**src/sv/heartbeat_liveness_table_defines.svh**
```systemverilog
// Assertion macros for the heartbeat liveness table.
// Included by the modules that assert; needs aclk and aresetn in scope.
`ifndef HEARTBEAT_LIVENESS_TABLE_DEFINES_SVH
`define HEARTBEAT_LIVENESS_TABLE_DEFINES_SVH

// Same-cycle implication, disabled during reset.
`define HLT_ASSERT_IMPL(label, ante, cons, msg) \
    label: assert property (@(posedge aclk) disable iff (!aresetn) (ante) |-> (cons)) \
        else $error(msg);

// Next-cycle implication, disabled during reset.
`define HLT_ASSERT_NEXT(label, ante, cons, msg) \
    label: assert property (@(posedge aclk) disable iff (!aresetn) (ante) |=> (cons)) \
        else $error(msg);

`endif

```
**src/sv/hlt_pkg.sv**
```systemverilog
// Shared types and codes for the heartbeat liveness table.
// No dependencies; used by hlt_ctrl, hlt_datapath and the top level.
package hlt_pkg;

    localparam int NODE_SLOTS_DEFAULT = 32;
    localparam logic [7:0] RELOAD_RESET = 8'd5;

    // Request kinds (s_tuser)
    localparam logic [1:0] REQ_HEARTBEAT = 2'd0;
    localparam logic [1:0] REQ_TICK      = 2'd1;
    localparam logic [1:0] REQ_REGISTER  = 2'd2;

    // Result status (m_tuser)
    localparam logic [1:0] ST_ACCEPTED = 2'd0;
    localparam logic [1:0] ST_NOT_REG  = 2'd1;
    localparam logic [1:0] ST_DIED     = 2'd2;
    localparam logic [1:0] ST_DONE     = 2'd3;

    // Controller -> datapath commands
    typedef struct packed {
        logic item_go;      // heartbeat or register transaction taken
        logic sweep_start;  // tick taken, rewind sweep pointer
        logic slot_kill;    // remove current slot, post died result
        logic slot_dec;     // decrement current slot count
        logic slot_skip;    // current slot not live
        logic emit_done;    // post sweep done result
    } cmd_t;

    // Datapath -> controller status
    typedef struct packed {
        logic out_free;     // output register can take a result this cycle
        logic slot_live;    // current sweep slot is live
        logic cnt_zero;     // current sweep slot count is zero
        logic last_slot;    // sweep pointer at the final slot
    } stat_t;

endpackage

```
**src/sv/hlt_ctrl.sv**
```systemverilog
// Sweep and request controller for the heartbeat liveness table.
// Depends on hlt_pkg and heartbeat_liveness_table_defines.svh.
`include "heartbeat_liveness_table_defines.svh"

module hlt_ctrl (
    input  logic           aclk,
    input  logic           aresetn,
    input  logic           in_valid,
    input  logic [1:0]     req_type,
    output logic           in_ready,
    input  hlt_pkg::stat_t stat,
    output hlt_pkg::cmd_t  cmd
);

    localparam logic [1:0] S_IDLE = 2'd0;
    localparam logic [1:0] S_READ = 2'd1;
    localparam logic [1:0] S_EVAL = 2'd2;
    localparam logic [1:0] S_DONE = 2'd3;

    logic [1:0] state_reg;
    logic [1:0] state_next;
    logic       advance;

    always_comb begin
        cmd        = '0;
        state_next = state_reg;
        in_ready   = (state_reg == S_IDLE) && stat.out_free;
        advance    = 1'b0;
        unique case (state_reg)
            S_IDLE: begin
                if (in_valid && in_ready) begin
                    if (req_type == hlt_pkg::REQ_TICK) begin
                        cmd.sweep_start = 1'b1;
                        state_next      = S_READ;
                    end else if (req_type == hlt_pkg::REQ_HEARTBEAT ||
                                 req_type == hlt_pkg::REQ_REGISTER) begin
                        cmd.item_go = 1'b1;
                    end
                end
            end
            S_READ: begin
                // count read in flight
                state_next = S_EVAL;
            end
            S_EVAL: begin
                priority if (!stat.slot_live) begin
                    cmd.slot_skip = 1'b1;
                end else if (stat.cnt_zero) begin
                    cmd.slot_kill = stat.out_free;
                end else begin
                    cmd.slot_dec = 1'b1;
                end
                advance = cmd.slot_skip || cmd.slot_kill || cmd.slot_dec;
                if (advance) begin
                    state_next = stat.last_slot ? S_DONE : S_READ;
                end
            end
            S_DONE: begin
                if (stat.out_free) begin
                    cmd.emit_done = 1'b1;
                    state_next    = S_IDLE;
                end
            end
        endcase
    end

    always_ff @(posedge aclk) begin
        if (!aresetn) begin
            state_reg <= S_IDLE;
        end else begin
            state_reg <= state_next;
        end
    end

    `HLT_ASSERT_IMPL(a_ready_idle, in_ready, state_reg == S_IDLE, "ready outside idle")
    `HLT_ASSERT_IMPL(a_kill_free, cmd.slot_kill, stat.out_free, "died result with output full")
    `HLT_ASSERT_NEXT(a_tick_sweeps, cmd.sweep_start, state_reg == S_READ, "tick did not start sweep")
    `HLT_ASSERT_NEXT(a_stall_holds,
        state_reg == S_EVAL && stat.slot_live && stat.cnt_zero && !stat.out_free,
        state_reg == S_EVAL, "stalled kill left slot")

endmodule

```
**src/sv/hlt_datapath.sv**
```systemverilog
// Datapath for the heartbeat liveness table: live flags, count memory,
// sweep pointer, reload register and output register. Depends on hlt_pkg.
module hlt_datapath #(
    parameter int NODE_SLOTS = hlt_pkg::NODE_SLOTS_DEFAULT
) (
    input  logic           aclk,
    input  logic           aresetn,
    input  logic           cfg_wr_en,
    input  logic [7:0]     cfg_wr_data,
    input  logic [1:0]     req_type,
    input  logic [4:0]     node_id,
    input  hlt_pkg::cmd_t  cmd,
    output hlt_pkg::stat_t stat,
    input  logic           out_ready,
    output logic           out_valid,
    output logic [1:0]     out_status,
    output logic [4:0]     out_node,
    output logic           out_last
);

    localparam int SLOT_W = (NODE_SLOTS > 1) ? $clog2(NODE_SLOTS) : 1;

    logic [7:0]            reload_reg;
    logic [NODE_SLOTS-1:0] live_reg;
    logic [NODE_SLOTS-1:0] live_next;
    logic [SLOT_W-1:0]     idx_reg;
    logic [SLOT_W-1:0]     idx_next;
    logic [7:0]            cnt_mem [NODE_SLOTS];
    logic [7:0]            rd_data_reg;

    logic              out_valid_reg;
    logic              out_valid_next;
    logic [1:0]        out_status_reg;
    logic [4:0]        out_node_reg;
    logic              out_last_reg;
    logic              out_load;
    logic [1:0]        res_status;
    logic [4:0]        res_node;
    logic              res_last;

    logic              id_ok;
    logic [5:0]        id_wide;
    logic [SLOT_W-1:0] hb_idx;
    logic              hb_live;
    logic              item_ok;
    logic [5:0]        idx_wide;
    logic              wr_en;
    logic [SLOT_W-1:0] wr_addr;
    logic [7:0]        wr_data;

    assign id_wide  = {1'b0, node_id};
    assign id_ok    = {2'b00, node_id} < 7'(NODE_SLOTS);
    assign hb_idx   = id_wide[SLOT_W-1:0];
    assign hb_live  = live_reg[hb_idx];
    assign idx_wide = 6'(idx_reg);

    // heartbeat needs a live slot, register only a slot in range
    assign item_ok = id_ok && ((req_type == hlt_pkg::REQ_REGISTER) || hb_live);

    assign stat.out_free  = !out_valid_reg || out_ready;
    assign stat.slot_live = live_reg[idx_reg];
    assign stat.cnt_zero  = (rd_data_reg == 8'd0);
    assign stat.last_slot = (idx_reg == SLOT_W'(NODE_SLOTS - 1));

    always_comb begin
        live_next = live_reg;
        if (cmd.item_go && id_ok && (req_type == hlt_pkg::REQ_REGISTER)) begin
            live_next[hb_idx] = 1'b1;
        end
        if (cmd.slot_kill) begin
            live_next[idx_reg] = 1'b0;
        end
    end

    always_comb begin
        idx_next = idx_reg;
        if (cmd.sweep_start) begin
            idx_next = '0;
        end else if (cmd.slot_kill || cmd.slot_dec || cmd.slot_skip) begin
            idx_next = idx_reg + SLOT_W'(1);
        end
    end

    // single write port: sweep decrement or reload
    assign wr_en   = cmd.slot_dec || (cmd.item_go && item_ok);
    assign wr_addr = cmd.slot_dec ? idx_reg : hb_idx;
    assign wr_data = cmd.slot_dec ? (rd_data_reg - 8'd1) : reload_reg;

    always_comb begin
        out_load   = cmd.item_go || cmd.slot_kill || cmd.emit_done;
        res_status = hlt_pkg::ST_DONE;
        res_node   = 5'd0;
        res_last   = 1'b1;
        priority if (cmd.item_go) begin
            res_status = item_ok ? hlt_pkg::ST_ACCEPTED : hlt_pkg::ST_NOT_REG;
            res_node   = node_id;
        end else if (cmd.slot_kill) begin
            res_status = hlt_pkg::ST_DIED;
            res_node   = idx_wide[4:0];
            res_last   = 1'b0;
        end else begin
            res_status = hlt_pkg::ST_DONE;
        end
        if (out_load) begin
            out_valid_next = 1'b1;
        end else if (out_ready) begin
            out_valid_next = 1'b0;
        end else begin
            out_valid_next = out_valid_reg;
        end
    end

    always_ff @(posedge aclk) begin
        if (!aresetn) begin
            reload_reg    <= hlt_pkg::RELOAD_RESET;
            live_reg      <= '0;
            idx_reg       <= '0;
            out_valid_reg <= 1'b0;
        end else begin
            if (cfg_wr_en) begin
                reload_reg <= cfg_wr_data;
            end
            live_reg      <= live_next;
            idx_reg       <= idx_next;
            out_valid_reg <= out_valid_next;
        end
    end

    always_ff @(posedge aclk) begin
        if (out_load) begin
            out_status_reg <= res_status;
            out_node_reg   <= res_node;
            out_last_reg   <= res_last;
        end
    end

    // count memory, registered read at the sweep pointer
    always_ff @(posedge aclk) begin
        if (wr_en) begin
            cnt_mem[wr_addr] <= wr_data;
        end
        rd_data_reg <= cnt_mem[idx_reg];
    end

    assign out_valid  = out_valid_reg;
    assign out_status = out_status_reg;
    assign out_node   = out_node_reg;
    assign out_last   = out_last_reg;

endmodule

```
**src/sv/heartbeat_liveness_table.sv**
```systemverilog
// Channel   | Dir | Handshake         | Payload
// ----------+-----+-------------------+------------------------------------------
// request   | in  | s_tvalid/s_tready | s_tuser[1:0]=req_type, s_tdata[4:0]=node_id
// result    | out | m_tvalid/m_tready | m_tuser[1:0]=status, m_tdata[4:0]=node_ref,
//           |     |                   | m_tlast=last
// config    | in  | cfg_wr_en         | cfg_wr_data[7:0]=reload_count
//
// Heartbeat and register transactions go straight to the output register:
// one per cycle while m_tready stays high.
// A period tick walks every slot through the count memory's single read
// port, reading each count (S_READ) and then evaluating it (S_EVAL), then
// posts done. s_tready is low for the whole sweep.
// A died result waiting on m_tready halts the sweep at that slot.
// Reset (aresetn low, synchronous) clears the live flags, the sweep state
// and the output valid, and sets reload_count to 5. No clearing pass.
//
// Top level: hooks the controller to the datapath. Depends on hlt_pkg,
// hlt_ctrl and hlt_datapath.
module heartbeat_liveness_table #(
    parameter int NODE_SLOTS = hlt_pkg::NODE_SLOTS_DEFAULT
) (
    input  logic       aclk,
    input  logic       aresetn,
    // configuration
    input  logic       cfg_wr_en,
    input  logic [7:0] cfg_wr_data,   // reload_count
    // request stream
    input  logic       s_tvalid,
    output logic       s_tready,
    input  logic [7:0] s_tdata,       // [4:0] node_id, [7:5] zero
    input  logic [1:0] s_tuser,       // [1:0] req_type
    // result stream
    output logic       m_tvalid,
    input  logic       m_tready,
    output logic [7:0] m_tdata,       // [4:0] node_ref, [7:5] zero
    output logic [1:0] m_tuser,       // [1:0] status
    output logic       m_tlast
);

    hlt_pkg::cmd_t  cmd;
    hlt_pkg::stat_t stat;
    logic [4:0]     node_ref;

    // Sequencing: one transaction per cycle in idle while the result register is free, slot walk on tick.
    hlt_ctrl u_ctrl (
        .aclk     (aclk),
        .aresetn  (aresetn),
        .in_valid (s_tvalid),
        .req_type (s_tuser),
        .in_ready (s_tready),
        .stat     (stat),
        .cmd      (cmd)
    );

    // Storage and result formation.
    hlt_datapath #(
        .NODE_SLOTS (NODE_SLOTS)
    ) u_datapath (
        .aclk        (aclk),
        .aresetn     (aresetn),
        .cfg_wr_en   (cfg_wr_en),
        .cfg_wr_data (cfg_wr_data),
        .req_type    (s_tuser),
        .node_id     (s_tdata[4:0]),
        .cmd         (cmd),
        .stat        (stat),
        .out_ready   (m_tready),
        .out_valid   (m_tvalid),
        .out_status  (m_tuser),
        .out_node    (node_ref),
        .out_last    (m_tlast)
    );

    assign m_tdata = {3'b000, node_ref};

endmodule
```
**config.mk**
```make
export PLATFORM = sky130hd
export DESIGN_NAME = heartbeat_liveness_table
export DESIGN_NICKNAME = d
export VERILOG_FILES = /design/src/sv/hlt_pkg.sv /design/src/sv/hlt_ctrl.sv /design/src/sv/hlt_datapath.sv /design/src/sv/heartbeat_liveness_table.sv
export VERILOG_INCLUDE_DIRS = /design/src /design/src/sv
export SDC_FILE = /design/constraint.sdc
export NUM_CORES = 1
export LEC_CHECK = 0
export BUFFER_PORTS_ARGS = -buffer_cell sky130_fd_sc_hd__buf_2
export CELL_PAD_IN_SITES_DETAIL_PLACEMENT = 0
export CELL_PAD_IN_SITES_GLOBAL_PLACEMENT = 1
export CORE_MARGIN = 3
export CORE_UTILIZATION = 48
export DETAILED_ROUTE_END_ITERATION = 8
export GPL_TIMING_DRIVEN = 0
export PLACE_DENSITY = 0.81
export SETUP_SLACK_MARGIN = 0.3
export SYNTH_ARGS = -nofsm -noshare
export SYNTH_HDL_FRONTEND = slang
export SYNTH_SLANG_ARGS = --single-unit
```
**constraint.sdc**
```tcl
create_clock -name aclk -period 2.9 [get_ports aclk]
set_input_delay 0.145 -clock aclk [delete_from_list [all_inputs] [get_ports aclk]]
set_output_delay 0.145 -clock aclk [all_outputs]
set_load 0.02 [all_outputs]
```
# Word-level counts from Yosys, hierarchy flattened
# Memory sizes are Yosys's and may differ from the RTL's. A register that Yosys moved wholly into a read port is not among the register bits.
# Cells that the tools add are included.
# word_totals
mem_bits_rw	256
regBits	56
out_inout_bits	13
n_memories	1
input_bits	23
wordCells	94
# memory_table
memory	depth	word_bits	rd	rd_ports_with_merged_regs	wr	line	rtl
u_datapath.cnt_mem	32	8	1	1	1	hlt_datapath.sv:28	logic [7:0] cnt_mem [NODE_SLOTS];
# classes
bitwise	4
magnitude_cmp	4
n_reduce_logical	23
n_addsub	2
n_eq_ne	10
mux	42
# op_table
op	count
$mux W32	2
$and A32 B32 Y32	1
$not A32 Y32	1
$or A32 B32 Y32	1
$mux W1	20
$mux W2	10
$mux W5	3
$lt A5 B6 Y1 const B	2
$bmux W1 S5	2
$demux W1 S5	2
$ge A5 B1 Y1 const B	2
$logic_or A1 B1 Y1	10
$logic_not A8 Y1	1
$mux W8	1
$pmux W2 S4	1
$sub A8 B1 Y8 const B	1
$eq A2 B2 Y1 const B	3
$logic_and A1 B1 Y1	6
$add A5 B1 Y5 const B	1
$eq A5 B5 Y1 const B	1
$eq A2 B1 Y1 const B	2
$logic_not A2 Y1	2
$ne A2 B1 Y1 const B	2
$ne A2 B2 Y1 const B	2
other kinds (6)	6

# Longest topological paths before layout
# Gate-level depths: netlist of the first run.
# depth
ltp_word	10
depth_mapped	11
mapped_depth_nobuf	7

# Hierarchy
# A second synthesis of the first run with hierarchy kept.
# unflattened
cells_unflattened	822
hier_area_um2	13250.2
# modules_own_cells
mod	n_inst	area_each_um2	cells_each
hlt_datapath	1	13057.5	795
hlt_ctrl	1	166.4	23
heartbeat_liveness_table	1	26.3	4

# Worst setup path before layout of the first run
# No wires, ideal clock.
# synth_path
kind	reg2reg
start	register u_datapath.idx_reg[1]
end	memory u_datapath.cnt_mem[0][1], data pin
path_stages_with_launch	10
t_arrival_ns	2.730
t_required_ns	2.502
slack_ns	-0.228
path_cell_list	dfxtp_1 buf_2 buf_6 mux2_1 a22oi_1 a22o_1 nand4_1 buf_2 buf_2 a31oi_1
# synth_between
elab_chain_len	6
# synth_lines
element	line	rtl
start, declared	hlt_datapath.sv:26	logic [SLOT_W-1:0] idx_reg;
start signal, assigned	hlt_datapath.sv:124	idx_reg <= idx_next;
$bmux W1 S5	hlt_datapath.sv:61	assign stat.slot_live = live_reg[idx_reg];
$mux W1 (implied by the code)	hlt_datapath.sv:61	
$mux W2	hlt_ctrl.sv:46	priority if (!stat.slot_live) begin
$mux W2	hlt_ctrl.sv:29	unique case (state_reg)
$mux W3	hlt_ctrl.sv:29	
$mux W8	hlt_datapath.sv:87	assign wr_data = cmd.slot_dec ? (rd_data_reg - 8'd1) : reload_reg;
named net u_datapath.wr_data[1]	hlt_datapath.sv:49	logic [7:0] wr_data;
end, declared	hlt_datapath.sv:28	
# The timed path passes the listed nets, and every way through them passes these cells. The select of a mux whose other input is x is not followed.

# Worst setup path after layout of the first run
# layout_path
start	register u_datapath.idx_reg[1]
end	memory u_datapath.cnt_mem[14][6], data pin
# Same word-level chain as after synthesis.

==> results.md, run 1 <==
- Clock network power share: 45.4%
- Critical Path Start: u_datapath.idx_reg[1]
- FILL cells: 1911
- Final period util: 91.9%
- Worst-case reg-to-reg path depth: 12
- Leak: 5.76 nW
- Worst hold slack: 0.0289 ns
- Min cycle time layout: 2.67 ns
- CP Cell Sequence: buf_8 -> buf_12 -> mux2_1 -> a21oi_1 -> a22o_1 -> nand4_1 -> buf_6 -> buf_12 -> a21oi_4 -> buf_12 -> a31oi_4 -> buf_12
- Power share of the combinational group: 3.8%
- Psw: 2.09 mW
- Final setup violation count: 0
- Synthesized flop and latch total: 320
- Hpwl dp: 23500 um
- Syn avg cell area: 15.4 um2
- Crit path largest cell delay: 0.36 ns
- Clk slew on worst S/H paths: 0.06 ns
- Arr. time, crit path: 2.94 ns
- Final wirelength: 42900 um
- Max Cap Viol: 0
- Post-synthesis cell area: 13700 um2
- Ys flop type: edfxtp_1
- Type of origin of the critical path: register
- DR iter-0 viols: 1386
- Initial Util: 49.0%
- Synth area leader: edfxtp_1
- Final slew viol count: 0
- CTS tree: done
- Clock Latency Late Sink: 0.54 ns
- Critical-path top delay cell: dfxtp_2
- Chip width: 175 um
- Internal: 7.74 mW
- Setup_tns: 0 ns
- # IOs: 36
- CP max FO: 8
- Placed Area: 14400 um2
- Max reg flops: 256
- IO buf count: 25
- Switch share: 21.3%
- Drt pass-1 iters: 6
- Yosys Warn Count: 0
- Slew @ Worst Pin: 0.957 ns
- CP required: 3.17 ns
- R2R setup slack: 0.23 ns
- Final #Nets: 1075
- Via Count: 9562
- Cell Rows: 61
- Vias/cell: 6.60
- Clock Tree Root: clkbuf_16
- Die area: 30700 um2
- Status: finished clean
- Share of synthesized registers carrying an async set or reset: 0%
- VDD IR max: 0.609 mV
- Area share of the largest cell type after synthesis: 57.7%
- Final Cell Area: 17700 um2
- H-tree lvl count: 2
- Post-synth EDFFs: 264
- Wire length per cell: 29.7 um
- Seq/Total Area, Yosys: 65.9%
- Routed Antenna Nets: 0
- Relative slew slack: 36.1%
- Sequential share of power: 50.9%
- Final Wtd Congestion: 0.916
- Hold Startpoint: aresetn
- Unrepaired setup endpoints after global routing: true
- Kind of critical path: reg2reg
- Clk sink count: 320
- Grt total ovfl: 0
- Pwr Density: 556 nW/um2
- Synth Instances: 891
- Layout Skew: 0.0203 ns
- CTS buffer count: 34
- Final hold violation count: 0
- First-pass GRT wire length: 60800 um
- Gr usage total: 27.0%
- Worst r2r dst: u_datapath.cnt_mem[14][6]
- Residual DRC count: 0
- CP Capture Type: register
- CTS max path bufs: 3
- Core area: 28000 um2
- Largest net degree at the start of global routing: 33
- Top cell by count, worst path: buf_12
- Vias in the first global route: 9090
- Synth cell types: 55
- Total inserted antenna cells: 0
- Die height: 175 um
- Reg2Reg Launch Point: u_datapath.idx_reg[1]
- Max frequency: 0.375 GHz
- Fraction of layout cells with a size suffix above 1: 33.4%
- Area Growth Syn to Fin: 28.7%
- Top post-synthesis cells by area: edfxtp_1 (58%), mux4_2 (11%), dfxtp_1 (8.2%)
- Worst hold-check path type: in2reg
- Initial antenna violation count: 0
- Critical Path Sink: u_datapath.cnt_mem[14][6]
[cell usage in the layout (no fill, tap or decap), types with 5 or more instances in the layout]
cell,count
bufinv_16,5
nand2_1,25
buf_2,39
dlygate4sd3_1,9
inv_1,9
a22oi_1,34
and3_1,7
edfxtp_1,264
nor2b_1,9
clkbuf_4,5
nand3b_1,6
buf_4,29
mux2_4,11
nand4_1,14
clkinv_1,5
clkbuf_1,28
clkbuf_16,35
o21ai_0,35
dfxtp_1,50
clkbuf_2,8
nor3_1,8
a31oi_1,33
a32o_1,5
a21oi_4,34
buf_12,49
ha_1,7
clkinv_2,11
nand3_4,9
mux2i_1,17
buf_6,7
mux4_2,68
nand3_1,39
nor2_1,45
and2_1,6
[worst min-delay path by stage]
stage,depth (start not counted),endpoint
finish,3,u_ctrl.state_reg[0]
global route,3,u_ctrl.state_reg[0]
CTS,3,u_ctrl.state_reg[0]
detailed placement,3,u_datapath.reload_reg[2]
global placement,3,u_datapath.reload_reg[0]
floorplan,2,u_datapath.reload_reg[2]
[stage by stage]
step / total power, mW / util (%) / cells / worst slack, ns
detailed placement: 5.36 / 51.3 / 1296 / -0.995
CTS: 9.83 / 62.0 / 1434 / 0.273
floorplan: 5.26 / - / 893 / 0.253
finish: 9.83 / 63.1 / 1448 / 0.234
global route: 10.1 / 63.1 / 1448 / 0.192
global placement: 5.36 / 51.3 / 1296 / -0.857
[repair_timing]
| item | 4_1_cts | 5_1_grt |
|---|---|---|
| endpoints found under the hold margin | 9 | 0 |
| cloned | 8 | 2 |
| pin swaps | 39 | 17 |
| gates resized for setup | 147 | 48 |
| buffers inserted | 60 | 12 |
| hold buffers | 9 | 0 |
| setup endpoints to repair | 570 | 463 |
[layer usage]
layer	wire length [um]	vias to the layer above	global-route usage, %
met2	20100	705	42.2
met4	2630	0	14.0
li1	-	3909	-
met3	4830	182	6.76
met1	15400	4766	35.4
met5	0	-	0
[cell type report]
| type | count | area (um2) | area share (%) |
|---|---|---|---|
| sequential | 320 | 9060 | 51.3 |
| multi-input combinational | 501 | 5130 | 29.0 |
| timing repair buffer | 108 | 1390 | 7.85 |
| clock buffer | 36 | 858 | 4.86 |
| tap | 378 | 473 | 2.68 |
| buffer | 71 | 444 | 2.51 |
| clock inverter | 25 | 284 | 1.61 |
| inverter | 9 | 33.8 | 0.191 |
[critical path: cells and delay by family, from the launching register on]
kind | cells | cell delay (ns)
AO/OA/AOI/OAI | 4 | 0.54
AND/OR/NAND/NOR | 1 | 0.17
buffers and inverters | 6 | 1.01
flip-flops | 1 | 0.36
multiplexers | 1 | 0.31
[power by group through the flow]
stage	registers [mW]	logic (mW)	clock network, mW
6_report	5.00	0.371	4.46
5_1_grt	5.00	0.387	4.69
4_1_cts	5.00	0.336	4.49
3_5_place_dp	5.10	0.263	0
3_3_place_gp	5.10	0.258	0
2_1_floorplan	5.10	0.159	0
[cell usage after synthesis, types with 5 or more instances]
library cell and instances:
nand2_1 26, dfxtp_1 56, buf_2 19, nand3_1 47
and3_1 7, mux2_1 9, a21oi_1 38, nor3_1 10
nand3b_1 6, a32o_1 5, inv_1 9, clkbuf_1 38
o21ai_0 39, edfxtp_1 264, and2_1 6, ha_1 7
a22oi_1 35, nand4_1 14, mux2i_1 21, mux4_2 67
a31oi_1 35, nor2_1 48, nor2b_1 9, buf_6 6
[cells by family (layout without fill, tap and decap cells)]
kind of cell | count (synthesis) | count (layout) | share of synthesized area (%)
fa+ha+maj | 7 | 7 | 0.638
compound gates | 174 | 176 | 8.36
other cells | 1 | 3 | 0.0273
xor+xnor | 6 | 6 | 0.383
simple gates | 200 | 200 | 7.82
flops | 320 | 320 | 65.9
buf+inv | 80 | 249 | 2.80
mux | 103 | 109 | 14.1
No activity file was read; power rests on OpenSTA's default activity.
==> run 2, diff against run 1 <==
--- a/config.mk
+++ b/config.mk
@@ -10,10 +10,10 @@
 export CELL_PAD_IN_SITES_DETAIL_PLACEMENT = 0
 export CELL_PAD_IN_SITES_GLOBAL_PLACEMENT = 1
 export CORE_MARGIN = 3
-export CORE_UTILIZATION = 48
+export CORE_UTILIZATION = 30
 export DETAILED_ROUTE_END_ITERATION = 8
 export GPL_TIMING_DRIVEN = 0
-export PLACE_DENSITY = 0.81
+export PLACE_DENSITY = 0.57
 export SETUP_SLACK_MARGIN = 0.3
 export SYNTH_ARGS = -nofsm -noshare
 export SYNTH_HDL_FRONTEND = slang
==> run 2 against run 1 <==
Cell count grew 17%. Highest routed layer unchanged. Via count decreased by 1.4%. Sequential share of layout area fell by 2.0 points. Critical path type unchanged. Critical endpoint is now u_datapath.rd_data_reg[5].
==> results.md, run 2 (synthesis gave the netlist of run 1 again) <==
- Die height: 220 um
- Routed Antenna Nets: 0
- R2R setup slack: 0.22 ns
- Clk sink count: 320
- Worst hold stages: 3
- Max reg flops: 256
- Final #Nets: 1103
- Chip width: 220 um
- Residual DRC count: 0
- Max frequency: 0.373 GHz
- Largest net degree at the start of global routing: 17
- Grt total ovfl: 0
- Type of origin of the critical path: register
- CP required: 3.27 ns
- Clock Latency Late Sink: 0.55 ns
- Cell Rows: 77
- Initial Util: 30.7%
- Status: finished clean
- IO buf count: 25
- Hold Startpoint: aresetn
- Vias/cell: 5.57
- First-pass GRT wire length: 66800 um
- Slew @ Worst Pin: 1.19 ns
- CP max FO: 10
- Reg2Reg Launch Point: u_datapath.idx_reg[1]
- Final period util: 92.5%
- Max Cap Viol: 0
- H-tree lvl count: 2
- Leak: 5.96 nW
- VDD IR max: 0.291 mV
- Overall Power: 10.0 mW
- Hpwl dp: 26700 um
- Pwr Density: 545 nW/um2
- Final Wtd Congestion: 0.819
- Clock Tree Root: clkbuf_16
- Drt pass-1 iters: 5
- Worst hold slack: 0.0233 ns
- Worst r2r dst: u_datapath.rd_data_reg[5]
- Clk slew on worst S/H paths: 0.06 ns
- Unrepaired setup endpoints after global routing: true
- Kind of critical path: reg2reg
- DR iter-0 viols: 1088
- Arr. time, crit path: 3.06 ns
- CTS tree: done
- Layout Skew: 0.0144 ns
- Via Count: 9431
- Final slew viol count: 0
- Final setup violation count: 0
- CTS buffer count: 36
- Core area: 44700 um2
- Fraction of layout cells with a size suffix above 1: 34.3%
- Area Growth Syn to Fin: 34.0%
- Final wirelength: 47200 um
- Vias in the first global route: 9309
- Initial antenna violation count: 0
- Commonest non-fill, non-tap cell in the layout: edfxtp_1
- Gr usage total: 19.4%
- FILL cells: 4054
- Wire length per cell: 27.9 um
- Worst hold-check path type: in2reg
- CTS max path bufs: 3
- Die area: 48400 um2
- CP Capture Type: register
- Relative slew slack: 20.6%
- Final hold violation count: 0
- Hold path endpoint: u_ctrl.state_reg[0]
- Worst-case reg-to-reg path depth: 8
- Total inserted antenna cells: 0
- Min cycle time layout: 2.68 ns
- Most frequent cells in the layout: edfxtp_1 (264), mux4_2 (68), buf_12 (50), dfxtp_1 (50), nor2_1 (45)
- # IOs: 36
-- run 2: cell count changes in the layout (fill, tap and decap cells not counted), sizes merged --
| cell | previous run | this run |
|---|---|---|
| buf | 130 | 143 |
| mux2 | 17 | 27 |
| clkbuf | 76 | 81 |
| nand2 | 26 | 29 |
| bufinv | 5 | 4 |
| clkdlybuf4s15 | 0 | 1 |
| clkinv | 18 | 19 |
| inv | 10 | 9 |
-- run 2: power by group --
part / switching (mW) / total (mW) / internal, mW
clock: 1.90 / 4.61 / 2.71
combinational: 0.259 / 0.411 / 0.152
sequential: 0.0210 / 5.01 / 4.99
-- run 2: layer usage --
metal,share of wire [%],GRT usage [%],wire (um)
met1,41,26.3,19500
met2,46,30.4,21700
met3,8.2,4.41,3890
met4,4.3,7.30,2010
met5,0,0,0
-- run 2: timing repair --
action,CTS,global route
setup buffers,70,9
hold buffers,9,0
gates cloned,24,5
endpoints found under the hold margin,9,0
pin swaps,42,23
endpoints found under the setup margin,575,529
resized for setup,187,39
-- run 2: critical path: stages (launching register included) --
cell       delay [ns]
dfxtp_2          0.34
buf_6            0.13
buf_12           0.13
buf_12           0.10
clkbuf_16        0.13
clkbuf_1         0.72
mux4_2           0.43
a22oi_1          0.28
nand4_1          0.22
-- run 2: final cells by class --
type	instances	area (um2)	area share [%]
buffer	71	457	2.48
clock buffer	42	945	5.13
clock inverter	24	246	1.34
inverter	9	33.8	0.184
multi-input combinational	514	5320	28.9
sequential	320	9060	49.2
tap	592	741	4.03
timing repair buffer	121	1600	8.69
-- run 2: stage by stage --
stage | setup TNS [ns] | instance area (um2) | utilization, % | cells | worst slack [ns]
after global routing | 0 | 18400 | 41.2 | 1693 | 0.206
after CTS | 0 | 18100 | 40.5 | 1679 | 0.235
final | 0 | 18400 | 41.2 | 1693 | 0.218
after global placement | -606.49 | 14600 | 32.8 | 1510 | -1.41
after detailed placement | -629.34 | 14600 | 32.8 | 1510 | -1.45
after floorplan | 0 | 13800 | - | 893 | 0.253
-- run 2: how the worst max path moves through the flow --
stage | start | endpoint | slack, ns | depth (start not counted)
global route | u_datapath.idx_reg[1] | u_datapath.cnt_mem[30][1] | 0.21 | 11
finish | u_datapath.idx_reg[1] | u_datapath.rd_data_reg[5] | 0.22 | 8
detailed placement | u_datapath.idx_reg[4] | u_datapath.cnt_mem[18][3] | -1.45 | 8
global placement | u_datapath.idx_reg[4] | u_datapath.cnt_mem[18][5] | -1.41 | 8
CTS | u_datapath.idx_reg[1] | u_datapath.cnt_mem[24][6] | 0.24 | 12
floorplan | u_datapath.idx_reg[1] | u_datapath.cnt_mem[0][2] | 0.25 | 9
